--- src/rtl/ow_pkg.sv ---
// Shared types and constants for the one-wire bus master.
// No dependencies; imported by the channel interfaces and the top level.
package ow_pkg;

   localparam int BITS_PER_BYTE = 8;
   localparam int BIT_IDX_W     = $clog2(BITS_PER_BYTE);
   localparam int TICK_W        = 10;
   localparam int CSR_IDX_W     = 3;
   localparam int CSR_DATA_W    = 10;

   localparam logic [BIT_IDX_W-1:0] LAST_BIT = BIT_IDX_W'(BITS_PER_BYTE - 1);

   // register indexes on the csr port
   localparam logic [CSR_IDX_W-1:0] CSR_RESET_LOW     = 3'd0;
   localparam logic [CSR_IDX_W-1:0] CSR_SETTLE        = 3'd1;
   localparam logic [CSR_IDX_W-1:0] CSR_PRES_HOLD     = 3'd2;
   localparam logic [CSR_IDX_W-1:0] CSR_PRES_TIMEOUT  = 3'd3;
   localparam logic [CSR_IDX_W-1:0] CSR_SLOT_START    = 3'd4;
   localparam logic [CSR_IDX_W-1:0] CSR_READ_SAMPLE   = 3'd5;
   localparam logic [CSR_IDX_W-1:0] CSR_SLOT          = 3'd6;
   localparam logic [CSR_IDX_W-1:0] CSR_RECOVERY      = 3'd7;

   // register reset values
   localparam logic [9:0] RESET_LOW_DEFAULT    = 10'd480;
   localparam logic [7:0] SETTLE_DEFAULT       = 8'd5;
   localparam logic [9:0] PRES_HOLD_DEFAULT    = 10'd100;
   localparam logic [9:0] PRES_TIMEOUT_DEFAULT = 10'd960;
   localparam logic [3:0] SLOT_START_DEFAULT   = 4'd2;
   localparam logic [6:0] READ_SAMPLE_DEFAULT  = 7'd12;
   localparam logic [6:0] SLOT_DEFAULT         = 7'd68;
   localparam logic [3:0] RECOVERY_DEFAULT     = 4'd2;

   typedef enum logic [1:0] {
      REQ_TICK      = 2'd0,
      REQ_BUS_RESET = 2'd1,
      REQ_WRITE     = 2'd2,
      REQ_READ      = 2'd3
   } req_type_type;

   typedef enum logic [8:0] {
      PH_IDLE       = 9'b000000001,
      PH_RST_LOW    = 9'b000000010,
      PH_RST_SETTLE = 9'b000000100,
      PH_RST_WAIT   = 9'b000001000,
      PH_RST_HOLD   = 9'b000010000,
      PH_W_SLOT     = 9'b000100000,
      PH_W_REC      = 9'b001000000,
      PH_R_SLOT     = 9'b010000000,
      PH_R_REC      = 9'b100000000
   } phase_type;

endpackage

--- src/rtl/ow_ifs.sv ---
// Valid/ready channel interfaces for the one-wire bus master:
// request channel (tick, level, command) and response channel.
// Depends on ow_pkg.
interface ow_req_if import ow_pkg::*; ();
   logic         valid;
   logic         ready;
   req_type_type req_type;
   logic [7:0]   data_byte;
   logic         line_level;

   modport source (output valid, req_type, data_byte, line_level, input ready);
   modport sink   (input valid, req_type, data_byte, line_level, output ready);
endinterface

interface ow_rsp_if import ow_pkg::*; ();
   logic       valid;
   logic       ready;
   logic       drive_low;
   logic       busy_res;
   logic       done_res;
   logic [7:0] read_data;
   logic       presence;
   logic       rejected;

   modport source (output valid, drive_low, busy_res, done_res, read_data, presence,
                   rejected, input ready);
   modport sink   (input valid, drive_low, busy_res, done_res, read_data, presence,
                   rejected, output ready);
endinterface

--- src/rtl/one_wire_master_top.sv ---
// One-wire bus master top level: sequencer, timing registers, response register.
// Depends on ow_pkg and the channel interfaces in ow_ifs.sv.
//
// Each request is one microsecond tick carrying the sampled bus level and
// optionally a command (bus reset, write byte, read byte); each request
// yields exactly one response describing that tick: the line drive, busy,
// done, read byte, presence and whether a command was rejected because an
// operation was already running. The sequencer state advances in the same
// cycle a request is taken and the response lands in an output register, so
// one request is accepted every clock while the response side keeps up; the
// only stall is a full response register not being taken. The user must write
// timing registers via the csr port only while the bus is idle; not enforced.
module one_wire_master_top import ow_pkg::*; (
   input  logic                  clock,
   input  logic                  reset,
   ow_req_if.sink                req,
   ow_rsp_if.source              rsp,
   input  logic                  csr_we,
   input  logic [CSR_IDX_W-1:0]  csr_index,
   input  logic [CSR_DATA_W-1:0] csr_wdata
);

   // timing registers
   logic [9:0] reset_low_ff, pres_hold_ff, pres_timeout_ff;
   logic [7:0] settle_ff;
   logic [3:0] slot_start_ff, recovery_ff;
   logic [6:0] read_sample_ff, slot_ff;

   // sequencer state
   phase_type              phase_ff, phase_in;
   logic [TICK_W-1:0]      tick_ff, tick_in;
   logic [BIT_IDX_W-1:0]   bit_ff, bit_in;
   logic [7:0]             shift_ff, shift_in;
   logic                   pres_ff, pres_in;

   // response register
   logic       rsp_valid_ff;
   logic       drive_ff, drive_in;
   logic       busy_ff, busy_in;
   logic       done_ff, done_in;
   logic [7:0] rdata_ff, rdata_in;
   logic       rej_ff, rej_in;

   logic accept;
   logic [TICK_W:0] inc;
   logic [6:0] slot_len;
   logic [9:0] timeout;
   logic is_read;

   assign req.ready = !rsp_valid_ff || rsp.ready;
   assign accept    = req.valid && req.ready;

   assign slot_len = (slot_ff == 7'd0) ? 7'd1 : slot_ff;
   assign timeout  = (pres_timeout_ff == 10'd0) ? 10'd1 : pres_timeout_ff;

   always_ff @(posedge clock) begin
      if (reset) begin
         reset_low_ff    <= RESET_LOW_DEFAULT;
         settle_ff       <= SETTLE_DEFAULT;
         pres_hold_ff    <= PRES_HOLD_DEFAULT;
         pres_timeout_ff <= PRES_TIMEOUT_DEFAULT;
         slot_start_ff   <= SLOT_START_DEFAULT;
         read_sample_ff  <= READ_SAMPLE_DEFAULT;
         slot_ff         <= SLOT_DEFAULT;
         recovery_ff     <= RECOVERY_DEFAULT;
      end else if (csr_we) begin
         unique case (csr_index)
            CSR_RESET_LOW:    reset_low_ff    <= csr_wdata[9:0];
            CSR_SETTLE:       settle_ff       <= csr_wdata[7:0];
            CSR_PRES_HOLD:    pres_hold_ff    <= csr_wdata[9:0];
            CSR_PRES_TIMEOUT: pres_timeout_ff <= csr_wdata[9:0];
            CSR_SLOT_START:   slot_start_ff   <= csr_wdata[3:0];
            CSR_READ_SAMPLE:  read_sample_ff  <= csr_wdata[6:0];
            CSR_SLOT:         slot_ff         <= csr_wdata[6:0];
            CSR_RECOVERY:     recovery_ff     <= csr_wdata[3:0];
         endcase
      end
   end

   always_comb begin
      phase_in = phase_ff;
      tick_in  = tick_ff;
      bit_in   = bit_ff;
      shift_in = shift_ff;
      pres_in  = pres_ff;
      drive_in = 1'b0;
      done_in  = 1'b0;
      rdata_in = 8'd0;
      rej_in   = 1'b0;
      is_read  = 1'b0;

      // command decode; a command taken while idle also runs its first tick
      if (phase_ff == PH_IDLE) begin
         unique case (req.req_type)
            REQ_BUS_RESET: begin
               tick_in = '0;
               if (reset_low_ff != 10'd0)   phase_in = PH_RST_LOW;
               else if (settle_ff != 8'd0)  phase_in = PH_RST_SETTLE;
               else                         phase_in = PH_RST_WAIT;
            end
            REQ_WRITE: begin
               shift_in = req.data_byte;
               bit_in   = '0;
               tick_in  = '0;
               phase_in = PH_W_SLOT;
            end
            REQ_READ: begin
               shift_in = 8'd0;
               bit_in   = '0;
               tick_in  = '0;
               phase_in = PH_R_SLOT;
            end
            REQ_TICK: ;
         endcase
      end else if (req.req_type != REQ_TICK) begin
         rej_in = 1'b1;
      end

      inc = {1'b0, tick_in} + 1'b1;

      unique case (phase_in)
         PH_IDLE: ;
         PH_RST_LOW: begin
            drive_in = 1'b1;
            tick_in  = inc[TICK_W-1:0];
            if (inc >= {1'b0, reset_low_ff}) begin
               tick_in  = '0;
               phase_in = (settle_ff != 8'd0) ? PH_RST_SETTLE : PH_RST_WAIT;
            end
         end
         PH_RST_SETTLE: begin
            tick_in = inc[TICK_W-1:0];
            if (inc >= {3'd0, settle_ff}) begin
               tick_in  = '0;
               phase_in = PH_RST_WAIT;
            end
         end
         PH_RST_WAIT: begin
            if (!req.line_level) begin
               pres_in = 1'b1;
               tick_in = '0;
               if (pres_hold_ff == 10'd0) begin
                  done_in  = 1'b1;
                  phase_in = PH_IDLE;
               end else begin
                  phase_in = PH_RST_HOLD;
               end
            end else begin
               tick_in = inc[TICK_W-1:0];
               if (inc >= {1'b0, timeout}) begin
                  pres_in  = 1'b0;
                  done_in  = 1'b1;
                  tick_in  = '0;
                  phase_in = PH_IDLE;
               end
            end
         end
         PH_RST_HOLD: begin
            tick_in = inc[TICK_W-1:0];
            if (inc >= {1'b0, pres_hold_ff}) begin
               done_in  = 1'b1;
               tick_in  = '0;
               phase_in = PH_IDLE;
            end
         end
         PH_W_SLOT, PH_R_SLOT: begin
            is_read  = (phase_in == PH_R_SLOT);
            drive_in = (tick_in < {6'd0, slot_start_ff}) ||
                       (!is_read && !shift_in[bit_in]);
            if (is_read && inc == {4'd0, read_sample_ff})
               shift_in[bit_in] = shift_in[bit_in] | req.line_level;
            tick_in = inc[TICK_W-1:0];
            if (inc >= {4'd0, slot_len}) begin
               tick_in = '0;
               if (recovery_ff != 4'd0) begin
                  phase_in = is_read ? PH_R_REC : PH_W_REC;
               end else if (bit_in == LAST_BIT) begin
                  done_in  = 1'b1;
                  rdata_in = is_read ? shift_in : 8'd0;
                  phase_in = PH_IDLE;
               end else begin
                  bit_in   = bit_in + 1'b1;
                  phase_in = is_read ? PH_R_SLOT : PH_W_SLOT;
               end
            end
         end
         PH_W_REC, PH_R_REC: begin
            is_read = (phase_in == PH_R_REC);
            tick_in = inc[TICK_W-1:0];
            if (inc >= {7'd0, recovery_ff}) begin
               tick_in = '0;
               if (bit_in == LAST_BIT) begin
                  done_in  = 1'b1;
                  rdata_in = is_read ? shift_in : 8'd0;
                  phase_in = PH_IDLE;
               end else begin
                  bit_in   = bit_in + 1'b1;
                  phase_in = is_read ? PH_R_SLOT : PH_W_SLOT;
               end
            end
         end
         default: begin
            phase_in = PH_IDLE;
            tick_in  = '0;
         end
      endcase

      busy_in = (phase_in != PH_IDLE);
   end

   always_ff @(posedge clock) begin
      if (reset) begin
         phase_ff     <= PH_IDLE;
         tick_ff      <= '0;
         bit_ff       <= '0;
         shift_ff     <= 8'd0;
         pres_ff      <= 1'b0;
         rsp_valid_ff <= 1'b0;
      end else begin
         if (accept) begin
            phase_ff <= phase_in;
            tick_ff  <= tick_in;
            bit_ff   <= bit_in;
            shift_ff <= shift_in;
            pres_ff  <= pres_in;
            rsp_valid_ff <= 1'b1;
         end else if (rsp.ready) begin
            rsp_valid_ff <= 1'b0;
         end
      end
   end

   always_ff @(posedge clock) begin
      if (accept) begin
         drive_ff <= drive_in;
         busy_ff  <= busy_in;
         done_ff  <= done_in;
         rdata_ff <= rdata_in;
         rej_ff   <= rej_in;
      end
   end

   assign rsp.valid     = rsp_valid_ff;
   assign rsp.drive_low = drive_ff;
   assign rsp.busy_res  = busy_ff;
   assign rsp.done_res  = done_ff;
   assign rsp.read_data = rdata_ff;
   assign rsp.presence  = pres_ff;
   assign rsp.rejected  = rej_ff;

`ifndef SYNTH
   // an operation that completed cannot still be running
   a_done_not_busy: assert property (@(posedge clock) disable iff (reset)
      rsp_valid_ff |-> !(done_ff && busy_ff))
      else $error("done and busy in the same response");

   // read byte is only reported on a done tick
   a_rdata_on_done: assert property (@(posedge clock) disable iff (reset)
      (rsp_valid_ff && rdata_ff != 8'd0) |-> done_ff)
      else $error("read_data nonzero outside done");

   // idle sequencer always has a cleared tick counter
   a_idle_tick_clear: assert property (@(posedge clock) disable iff (reset)
      (phase_ff == PH_IDLE) |-> (tick_ff == '0))
      else $error("tick counter not cleared in idle");

   // a stalled response is never dropped
   a_rsp_held: assert property (@(posedge clock) disable iff (reset)
      (rsp_valid_ff && !rsp.ready) |=> rsp_valid_ff)
      else $error("response dropped while stalled");
`endif

endmodule

--- src/flat_wrapper.sv ---
// flat-port wrapper written by rule: the top's interface ports become plain ports
module one_wire_master_top_flat import ow_pkg::*;
  (clock, reset, csr_we, csr_index, csr_wdata, req_valid, req_req_type, req_data_byte, req_line_level, req_ready, rsp_valid, rsp_drive_low, rsp_busy_res, rsp_done_res, rsp_read_data, rsp_presence, rsp_rejected, rsp_ready);
  ow_req_if req_i ();
  ow_rsp_if rsp_i ();
  input  logic clock;
  input  logic reset;
  input  logic csr_we;
  input  logic [CSR_IDX_W-1:0] csr_index;
  input  logic [CSR_DATA_W-1:0] csr_wdata;
  input wire logic [$bits(req_i.valid)-1:0] req_valid;
  input wire logic [$bits(req_i.req_type)-1:0] req_req_type;
  input wire logic [$bits(req_i.data_byte)-1:0] req_data_byte;
  input wire logic [$bits(req_i.line_level)-1:0] req_line_level;
  output wire logic [$bits(req_i.ready)-1:0] req_ready;
  output wire logic [$bits(rsp_i.valid)-1:0] rsp_valid;
  output wire logic [$bits(rsp_i.drive_low)-1:0] rsp_drive_low;
  output wire logic [$bits(rsp_i.busy_res)-1:0] rsp_busy_res;
  output wire logic [$bits(rsp_i.done_res)-1:0] rsp_done_res;
  output wire logic [$bits(rsp_i.read_data)-1:0] rsp_read_data;
  output wire logic [$bits(rsp_i.presence)-1:0] rsp_presence;
  output wire logic [$bits(rsp_i.rejected)-1:0] rsp_rejected;
  input wire logic [$bits(rsp_i.ready)-1:0] rsp_ready;
  assign req_i.valid = req_valid;
  assign req_i.req_type = req_req_type;
  assign req_i.data_byte = req_data_byte;
  assign req_i.line_level = req_line_level;
  assign req_ready = req_i.ready;
  assign rsp_valid = rsp_i.valid;
  assign rsp_drive_low = rsp_i.drive_low;
  assign rsp_busy_res = rsp_i.busy_res;
  assign rsp_done_res = rsp_i.done_res;
  assign rsp_read_data = rsp_i.read_data;
  assign rsp_presence = rsp_i.presence;
  assign rsp_rejected = rsp_i.rejected;
  assign rsp_i.ready = rsp_ready;
  one_wire_master_top u_core (.clock(clock), .reset(reset), .req(req_i), .rsp(rsp_i), .csr_we(csr_we), .csr_index(csr_index), .csr_wdata(csr_wdata));
endmodule
--- config.mk ---
export PLATFORM = sky130hd
export DESIGN_NAME = one_wire_master_top_flat
export DESIGN_NICKNAME = d
export VERILOG_FILES = /design/src/rtl/ow_pkg.sv /design/src/rtl/ow_ifs.sv /design/src/rtl/one_wire_master_top.sv /design/src/flat_wrapper.sv
export SDC_FILE = /design/constraint.sdc
export NUM_CORES = 1
export LEC_CHECK = 0
export BUFFER_PORTS_ARGS = -buffer_cell sky130_fd_sc_hd__buf_2
export CAP_MARGIN = 0
export CELL_PAD_IN_SITES_DETAIL_PLACEMENT = 1
export CELL_PAD_IN_SITES_GLOBAL_PLACEMENT = 2
export CORE_MARGIN = 4
export CORE_UTILIZATION = 34
export DETAILED_ROUTE_END_ITERATION = 6
export PLACE_DENSITY_LB_ADDON = 0.05
export SYNTH_ARGS = -nofsm -noshare
export SYNTH_HDL_FRONTEND = slang
export SYNTH_SLANG_ARGS = --single-unit
--- constraint.sdc ---
create_clock -name clock -period 5.15 [get_ports clock]
set_input_delay 0.7725 -clock clock [delete_from_list [all_inputs] [get_ports clock]]
set_output_delay 0.7725 -clock clock [all_outputs]
set_load 0.02 [all_outputs]
==> metrics, run 1 <==
post-CTS setup buffer count=0; CP Capture Type=flop; final non-filler cell total=1150; Worst path max stage delay=0.61 ns; number of nets with antenna violations after routing=0; total CTS buffers=9; Arrival @ worst endpoint=5.16 ns; largest net degree at the start of global routing=43; placed inst area=7370 sq um; CTS tree=done; Die W=150 um; most frequent cells in the layout=123 x nand2_1, 92 x dfxtp_1, 77 x nor2_1; design area=7710 sq um; Syn Std Cell Area=6840 sq um; yosys warns=0; CTS root buf=clkbuf_16; CP top delay family=compound AO/OA/AOI/OAI gates; CP max stage cell=or4_1; min Tclk post-route=4.91 ns; # diodes=0; Fmax=0.204 GHz; CORE AREA=19600 sq um; Compound-Gate Fraction of Synth Area=19.5%; grt ovf=0; Nets=951; Setup violations, final=0; clk slew on worst S/H paths=0.07 ns; first-pass GRT wire length=38.0 mm; relative slew slack=22.3%; Avg Vias per Cell=5.56; GRT Overall Usage=21.8%; most common cell after layout, fill and taps aside=nand2_1; detailed-route wire length per cell=20.9 um; I/O Pins=44; combinational family with the most area after synthesis=simple AND/OR/NAND/NOR gates; PwrDens=251 nW/um^2; number of clock sinks=104; required time worst endpoint=5.40 ns; VDD IR max=0.174 mV; CTS Hold Bufs=0; IO buf count=43; worst slack, placed=-0.0299 ns; Final Wtd Congestion=0.875; # DRC=0; Main synth FF type=dfxtp_1; Worst Tran Pin Value=1.15 ns; Yosys cell types=86; overall die area=22400 sq um; vias in the first global route=6694; Rows=51; antenna violations before repair=0; static leakage=3.06 nW; adder-cell share of the synthesized area=8.53%; critical path type=reg2reg; post-synthesis sequential area ratio=32.2%; EDFF count, synth=12; area grow syn2layout=12.8%; Synth async-reset ratio=0%; Fin Setup TNS=0 ns; DP HPWL=18.9 mm; H-tree depth=3; crit-path cells=or3b_4 > or4_1 > and2_1 > ha_1 > xor2_2 > ha_1 > or2_2 > a21oi_1 > nor3b_1 > a2111oi_1 > maj3_1 > a21boi_1 > a21oi_2 > o221ai_2 > o32a_1; worst clock skew=0.0118 ns; worst setup margin=0.240 ns; worst hold path class=reg2reg; Avg Cell Area, Syn=8.06 sq um; flops & latches, synth=104; share of layout cells above drive strength 1=13.6%; Crit Path Max Fanout=5; period utilization=95.3%; CP Launch Type=flop; XOR/XNOR share of the synthesized area=2.12%; Die Y=150 um; status=complete, no violations; Initial Util=34.9%; via count=6389; Routed WL=24.0 mm; Net Count, Synth=918; Max Slew Vio Count=0; MaxCap Viol Count=0; Post-Synthesis Cells=848; most used cell, CP=ha_1; mux contribution to synthesized area=6.57%; Synth Area in Simple Gates=25.1%; endpoints failing hold=0; Pre-antenna DRT Iters=4; clock latency on the worst-skew pair=0.36 ns; placed cell count=1135; Max clock buf depth=2; hold slack=0.466 ns; Starting DRT DRC Count=287; Crit path buffers/inverters=0
[where the power goes]
group / switching, W / leakage, nW / internal, W / total [W]
registers: 0.0000204 / 0.868 / 0.000844 / 0.000865
logic: 0.000199 / 2.03 / 0.000103 / 0.000301
clock network: 0.000340 / 0.157 / 0.000429 / 0.000769
total: 0.000560 / 3.06 / 0.00138 / 0.00194
[layer usage]
layer | wire length [um] | GRT usage (%)
met3 | 735 | 2.60
met2 | 11600 | 37.4
met4 | 572 | 6.68
met1 | 11100 | 28.5
met5 | 0 | 0
[sequential cells by signal, summed over array words and instances, names as in the netlist]
signal	cells
u_core.reset_low_ff	10
u_core.bit_ff	3
u_core.rsp.valid	1
u_core.rsp.busy_res	1
u_core.pres_timeout_ff	10
u_core.shift_ff	8
u_core.recovery_ff	4
u_core.rsp.presence	1
u_core.slot_start_ff	4
u_core.phase_ff	9
u_core.read_sample_ff	7
u_core.rsp.read_data	8
u_core.rsp.done_res	1
u_core.pres_hold_ff	10
u_core.settle_ff	8
u_core.rsp.rejected	1
u_core.tick_ff	10
u_core.slot_ff	7
u_core.rsp.drive_low	1
[timing repair]
action                                  in CTS  in global routing
endpoints found under the hold margin        0                  0
endpoints found under the setup margin       0                 15
resized for setup                            0                  6
[tightest hold or removal path, cell delays in order, from the launching register on]
cell and delay [ns]:
dfxtp_1 0.33, nand2_1 0.05, o21ai_0 0.06
[cells by family after synthesis]
logic type | after synthesis
AOI/OAI and AO/OA | 191
DFF | 104
muxes | 39
buffers and inverters | 106
and+or+nand+nor | 345
xor gates and xnor gates | 15
adders and majority gates | 48
[stage by stage]
step,util (%),total power [W]
after floorplan,-,0.00107
after global placement,37.6,0.00118
after detailed placement,37.6,0.00118
after CTS,39.3,0.00195
after global routing,39.4,0.00201
final,39.4,0.00194
[cell type report]
cell class / count / area (sq um)
timing repair buffer: 65 / 380
inverter: 63 / 236
clock buffer: 9 / 225
tap: 265 / 332
clock inverter: 6 / 93.8
sequential: 104 / 2200
fill: 2434 / 11900
multi-input combinational: 638 / 4250
[cell usage after synthesis, types with 7 or more instances]
library cell	n	area (sq um)
inv_1	63	236
edfxtp_1	12	360
nand2_1	123	462
nor3_1	15	75.1
xnor2_1	8	70.1
nand4_1	10	62.6
nor2b_1	9	56.3
and2_1	10	62.6
nand3_1	29	145
o211ai_1	20	150
dfxtp_1	92	1840
nor4_1	9	56.3
nor2_1	77	289
nand2b_1	17	106
o21ai_0	31	155
maj3_1	7	70.1
o31ai_1	8	60.1
a21oi_1	49	245
mux2i_1	31	310
ha_1	41	513
clkbuf_1	37	139
[path summary, 6_finish.rpt]
kind / end / slack, ns / start / cells past startpoint
worst min register to register: u_core.shift_ff[4] / 0.47 / u_core.shift_ff[4] / 2
worst min-delay path: u_core.shift_ff[4] / 0.47 / u_core.shift_ff[4] / 2
worst max register to register: u_core.phase_ff[0] / 0.24 / u_core.phase_ff[0] / 15
worst max-delay path: u_core.phase_ff[0] / 0.24 / u_core.phase_ff[0] / 15
No activity file was read; power rests on OpenSTA's default activity.
==> inputs of run 2 (changes only) <==
Settings changed: PLACE_DENSITY_LB_ADDON 0.05 to 0.08.
==> run 2 against run 1 <==
  * Setup slack worse by 0.0012 ns
  * Non-clock buffer count is 3 higher
  * Clock-buffer cell count is 1 higher
  * Register-to-register slack hardly changed
  * Flip-flop and latch count stayed put
  * Sequential power hardly changed
==> metrics, run 2 (synthesis results as in run 1) <==
status=complete, no violations (unchanged); Setup violations, final=0 (unchanged); area grow syn2layout=12.8% (unchanged); Max clock buf depth=2 (unchanged); Die W=150 um (unchanged); largest net degree at the start of global routing=43 (unchanged); antenna violations before repair=0 (unchanged); Rows=51 (unchanged); relative slew slack=25.7% (was 22.3%); worst slack, placed=0.131 ns (was -0.0299 ns); VDD IR max=0.166 mV (was 0.174 mV); RSZ-0062 raised after global routing=no; total CTS buffers=9 (unchanged); Starting DRT DRC Count=345 (was 287); IO buf count=43 (unchanged); PwrDens=242 nW/um^2 (was 251 nW/um^2); Pre-antenna DRT Iters=5 (was 4); worst hold path class=reg2reg (unchanged); clock latency on the worst-skew pair=0.37 ns (was 0.36 ns); critical path type=reg2reg (unchanged); Worst Tran Pin Value=1.11 ns (was 1.15 ns); I/O Pins=44 (unchanged); CP Capture Type=flop (unchanged); CTS tree=done (unchanged); Avg Vias per Cell=5.60 (was 5.56); Die Y=150 um (unchanged); GRT Overall Usage=22.1% (was 21.8%); Fill cells=2392 (was 2434); number of nets with antenna violations after routing=0 (unchanged); Crit Path Max Fanout=13 (was 5); endpoints failing hold=0 (unchanged); # DRC=0 (unchanged); clk slew on worst S/H paths=0.07 ns (about the same); most frequent cells in the layout=123 x nand2_1, 92 x dfxtp_1, 77 x nor2_1 (unchanged); H-tree depth=3 (unchanged); detailed-route wire length per cell=21.0 um (was 20.9 um); required time worst endpoint=5.40 ns (about the same); most common cell after layout, fill and taps aside=nand2_1 (unchanged); CORE AREA=19600 sq um (unchanged); period utilization=95.4% (was 95.3%); via count=6459 (was 6389); static leakage=3.07 nW (was 3.06 nW); CP Launch Type=flop (unchanged); # diodes=0 (unchanged); Fin Setup TNS=0 ns (unchanged); first-pass GRT wire length=38.7 mm (was 38.0 mm); worst setup margin=0.239 ns (was 0.240 ns); placed inst area=7390 sq um (was 7370 sq um); Initial Util=34.9% (unchanged); vias in the first global route=6751 (was 6694); CTS root buf=clkbuf_16 (unchanged); DP HPWL=19.0 mm (was 18.9 mm); grt ovf=0 (unchanged); worst clock skew=0.0123 ns (was 0.0118 ns); Nets=954 (was 951); share of layout cells above drive strength 1=14.1% (was 13.6%); MaxCap Viol Count=0 (unchanged); CTS Hold Bufs=0 (unchanged); Routed WL=24.2 mm (was 24.0 mm); design area=7710 sq um (unchanged); overall die area=22400 sq um (unchanged); Fmax=0.204 GHz (about the same); Arrival @ worst endpoint=5.16 ns (about the same); Max Slew Vio Count=0 (unchanged); post-layout utilization of the core=39.4% (unchanged); number of clock sinks=104 (unchanged); Final Wtd Congestion=0.883 (was 0.875); min Tclk post-route=4.91 ns (about the same)
run 2: timing repair:
action / in CTS / in global routing
setup buffers: 0 / 1
setup endpoints to repair: 0 / 6
resized for setup: 0 / 4
run 2: metrics by stage:
stage	std cells	power [W]	hold WS (ns)
after detailed placement	1137	0.00118	0.457
final	1154	0.00187	0.472
after floorplan	848	0.00107	0.421
after CTS	1153	0.00189	0.473
after global routing	1154	0.00196	0.495
after global placement	1137	0.00118	0.443
run 2: final timing paths:
kind / slack, ns / cells after the start / to / start
max: 0.24 / 14 / u_core.phase_ff[0] / u_core.phase_ff[2]
min: 0.47 / 2 / u_core.pres_hold_ff[7] / u_core.pres_hold_ff[7]
max reg2reg: 0.24 / 14 / u_core.phase_ff[0] / u_core.phase_ff[2]
min reg2reg: 0.47 / 2 / u_core.pres_hold_ff[7] / u_core.pres_hold_ff[7]
run 2: where the power goes:
group | internal, W | switching (W)
combinational | 0.000101 | 0.000200
sequential | 0.000844 | 0.0000197
clock | 0.000355 | 0.000351
run 2: worst max-delay path: stages (launching register included):
cell	delay (ns)
dfxtp_1	0.39
or3_4	0.50
or4_1	0.54
and2_1	0.21
ha_1	0.27
xor2_2	0.22
ha_1	0.24
a2111oi_0	0.60
nor3b_1	0.13
a2111oi_0	0.46
maj3_1	0.28
a21boi_1	0.20
a21oi_2	0.23
o221ai_2	0.15
o32a_1	0.36
run 2: final cells by class:
cell class / count / area (sq um) / share of cell area [%]
multi-input cells: 638 / 4250 / 55.1
flip-flops and latches: 104 / 2200 / 28.5
repair buffers: 68 / 403 / 5.22
well taps: 265 / 332 / 4.30
clock buffers: 10 / 239 / 3.10
inverters: 63 / 236 / 3.07
clock inverters: 6 / 55.1 / 0.714
run 2: per-layer routing:
metal	up-vias	wire length (um)	global-route usage [%]
met1	3199	11300	28.9
met3	31	765	3.00
met2	117	11800	38.5
li1	3112	-	-
met4	0	405	5.63
met5	-	0	0
==> inputs of run 3 (changes only) <==
Settings changed: CORE_ASPECT_RATIO from default to 0.75.
==> run 3 against run 2 <==
  * Die area grew 0.11%
  * Clock skew decreased by 0.0041 ns
  * Critical path type unchanged
  * Via count is 2.6% higher
  * Global-route usage is 1.5 points higher
  * Sequential power about the same
  * Routed wire length is 7.5% higher
  * Critical endpoint is now u_core.tick_ff[7]
  * Non-clock buffer count grew 10
==> metrics, run 3 (synthesis results as in run 1) <==
WP depth=14 (unchanged); r2r endpoint=u_core.tick_ff[7] (was u_core.phase_ff[0]); Die Y=131 um (was 150 um); Initial Util=35.0% (was 34.9%); Rows=44 (was 51); critical path type=reg2reg (unchanged); endpoints failing hold=0 (unchanged); most common cell after layout, fill and taps aside=nand2_1 (unchanged); worst hold path class=reg2reg (unchanged); largest net degree at the start of global routing=53 (was 43); Routed WL=26.0 mm (was 24.2 mm); Max clock buf depth=2 (unchanged); Avg Vias per Cell=5.75 (was 5.60); # diodes=0 (unchanged); Worst Tran Pin Value=1.19 ns (was 1.11 ns); register area=2200 sq um (unchanged); vias in the first global route=6726 (was 6751); number of clock sinks=104 (unchanged); GRT Overall Usage=23.6% (was 22.1%); Starting DRT DRC Count=544 (was 345); PwrDens=250 nW/um^2 (was 242 nW/um^2); via count=6625 (was 6459); Fmax=0.208 GHz (was 0.204 GHz); placed cell count=1136 (was 1137); Reg2Reg Depth=14 (unchanged); design area=7800 sq um (was 7710 sq um); clock latency on the worst-skew pair=0.36 ns (was 0.37 ns); Arrival @ worst endpoint=5.06 ns (was 5.16 ns); detailed-route wire length per cell=22.6 um (was 21.0 um); I/O Pins=44 (unchanged); CP max stage cell=or4_1 (was a2111oi_0); Worst Setup EP=u_core.tick_ff[7] (was u_core.phase_ff[0]); H-tree depth=3 (unchanged); CP Launch Type=flop (unchanged); Nets=964 (was 954); CTS root buf=clkbuf_16 (unchanged); RSZ-0062 raised after global routing=no (unchanged); crit path from=u_core.phase_ff[4] (was u_core.phase_ff[2]); period utilization=93.2% (was 95.4%); crit-path cells=or3_1 > or4_1 > and2_1 > ha_2 > ha_1 > a2111oi_1 > nor3b_1 > a2111oi_1 > maj3_1 > and2_1 > o2bb2ai_1 > o21ai_2 > buf_4 > o31ai_1 (was or3_4 > or4_1 > and2_1 > ha_1 > xor2_2 > ha_1 > a2111oi_0 > nor3b_1 > a2111oi_0 > maj3_1 > a21boi_1 > a21oi_2 > o221ai_2 > o32a_1); Fill cells=2348 (was 2392); Pre-antenna DRT Iters=5 (unchanged); placed inst area=7460 sq um (was 7390 sq um); Crit path buffers/inverters=1 (was 0); required time worst endpoint=5.41 ns (was 5.40 ns); first-pass GRT wire length=40.5 mm (was 38.7 mm); overall die area=22500 sq um (was 22400 sq um); share of layout cells above drive strength 1=15.0% (was 14.1%); Crit Path Max Fanout=8 (was 13); number of nets with antenna violations after routing=0 (unchanged); Multi-input gate area=4240 sq um (was 4250 sq um); total CTS buffers=9 (unchanged); min Tclk post-route=4.80 ns (was 4.91 ns); R2R Path Start=u_core.phase_ff[4] (was u_core.phase_ff[2]); post-CTS setup buffer count=0 (unchanged); area grow syn2layout=14.0% (was 12.8%); Final Wtd Congestion=0.908 (was 0.883); clk slew on worst S/H paths=0.08 ns (was 0.07 ns); Max Slew Vio Count=0 (unchanged); MaxCap Viol Count=0 (unchanged); CTS tree=done (unchanged); FF-to-FF setup slack=0.35 ns (was 0.24 ns); CORE AREA=19500 sq um (was 19600 sq um); final non-filler cell total=1152 (was 1154); # DRC=0 (unchanged); CP top delay family=compound AO/OA/AOI/OAI gates (unchanged); Worst path max stage delay=0.62 ns (was 0.60 ns); IO buf count=43 (unchanged); antenna violations before repair=1 (was 0); grt ovf=0 (unchanged); Die W=172 um (was 150 um); Setup violations, final=0 (unchanged); relative slew slack=20.7% (was 25.7%); CP Capture Type=flop (unchanged); static leakage=3.12 nW (was 3.07 nW); DP HPWL=20.3 mm (was 19.0 mm); Hold Path Depth=2 (unchanged); VDD IR max=0.138 mV (was 0.166 mV); status=complete, no violations (unchanged); most frequent cells in the layout=123 x nand2_1, 92 x dfxtp_1, 77 x nor2_1 (unchanged); worst clock skew=0.00819 ns (was 0.0123 ns); hold slack=0.464 ns (was 0.472 ns)
run 3: metal layers:
layer	GRT usage, %	up-vias	share of wire [%]
li1	-	3133	-
met2	34.5	130	41
met3	3.07	19	3.8
met5	0	-	0.054
met4	4.02	2	0.87
met1	37.4	3341	54
run 3: worst min path at each step:
stage / start / end / slack [ns]
after global placement: u_core.shift_ff[4] / u_core.shift_ff[4] / 0.44
after detailed placement: u_core.shift_ff[2] / u_core.shift_ff[2] / 0.45
after global routing: u_core.shift_ff[2] / u_core.shift_ff[2] / 0.48
final: u_core.shift_ff[2] / u_core.shift_ff[2] / 0.46
after CTS: u_core.shift_ff[2] / u_core.shift_ff[2] / 0.46
after floorplan: u_core.shift_ff[4] / u_core.shift_ff[4] / 0.42
run 3: layout make-up:
type	instances	area share, %
Multi-Input combinational cell	638	54.4
Sequential cell	104	28.2
Clock buffer	10	3.21
Tap cell	253	4.06
Inverter	63	3.03
Timing Repair Buffer	78	6.13
Clock inverter	6	0.931
run 3: worst min-delay path: stages (launching register included):
cell and delay (ns):
dfxtp_1 0.33, nand2_1 0.06, nand2_1 0.04
run 3: timing repair:
item                       4_1_cts  5_1_grt
gates resized for setup          0        5
setup endpoints to repair        0       23
hold buffers                     0        0
run 3: report_power, final:
part	internal, W	total [W]	leakage (nW)	switching [W]
Combinational	0.000105	0.000316	2.10	0.000212
Sequential	0.000844	0.000863	0.868	0.0000190
Clock	0.000414	0.000771	0.157	0.000357
run 3: per-stage QoR:
stage,power (W),setup TNS (ns),worst slack [ns],utilization [%]
after floorplan,0.00107,0,0.234,-
after global routing,0.00203,0,0.00877,39.9
after CTS,0.00196,0,0.132,39.8
final,0.00195,0,0.351,39.9
after detailed placement,0.00119,-0.132,-0.0677,38.1
after global placement,0.00119,0,0.157,38.1
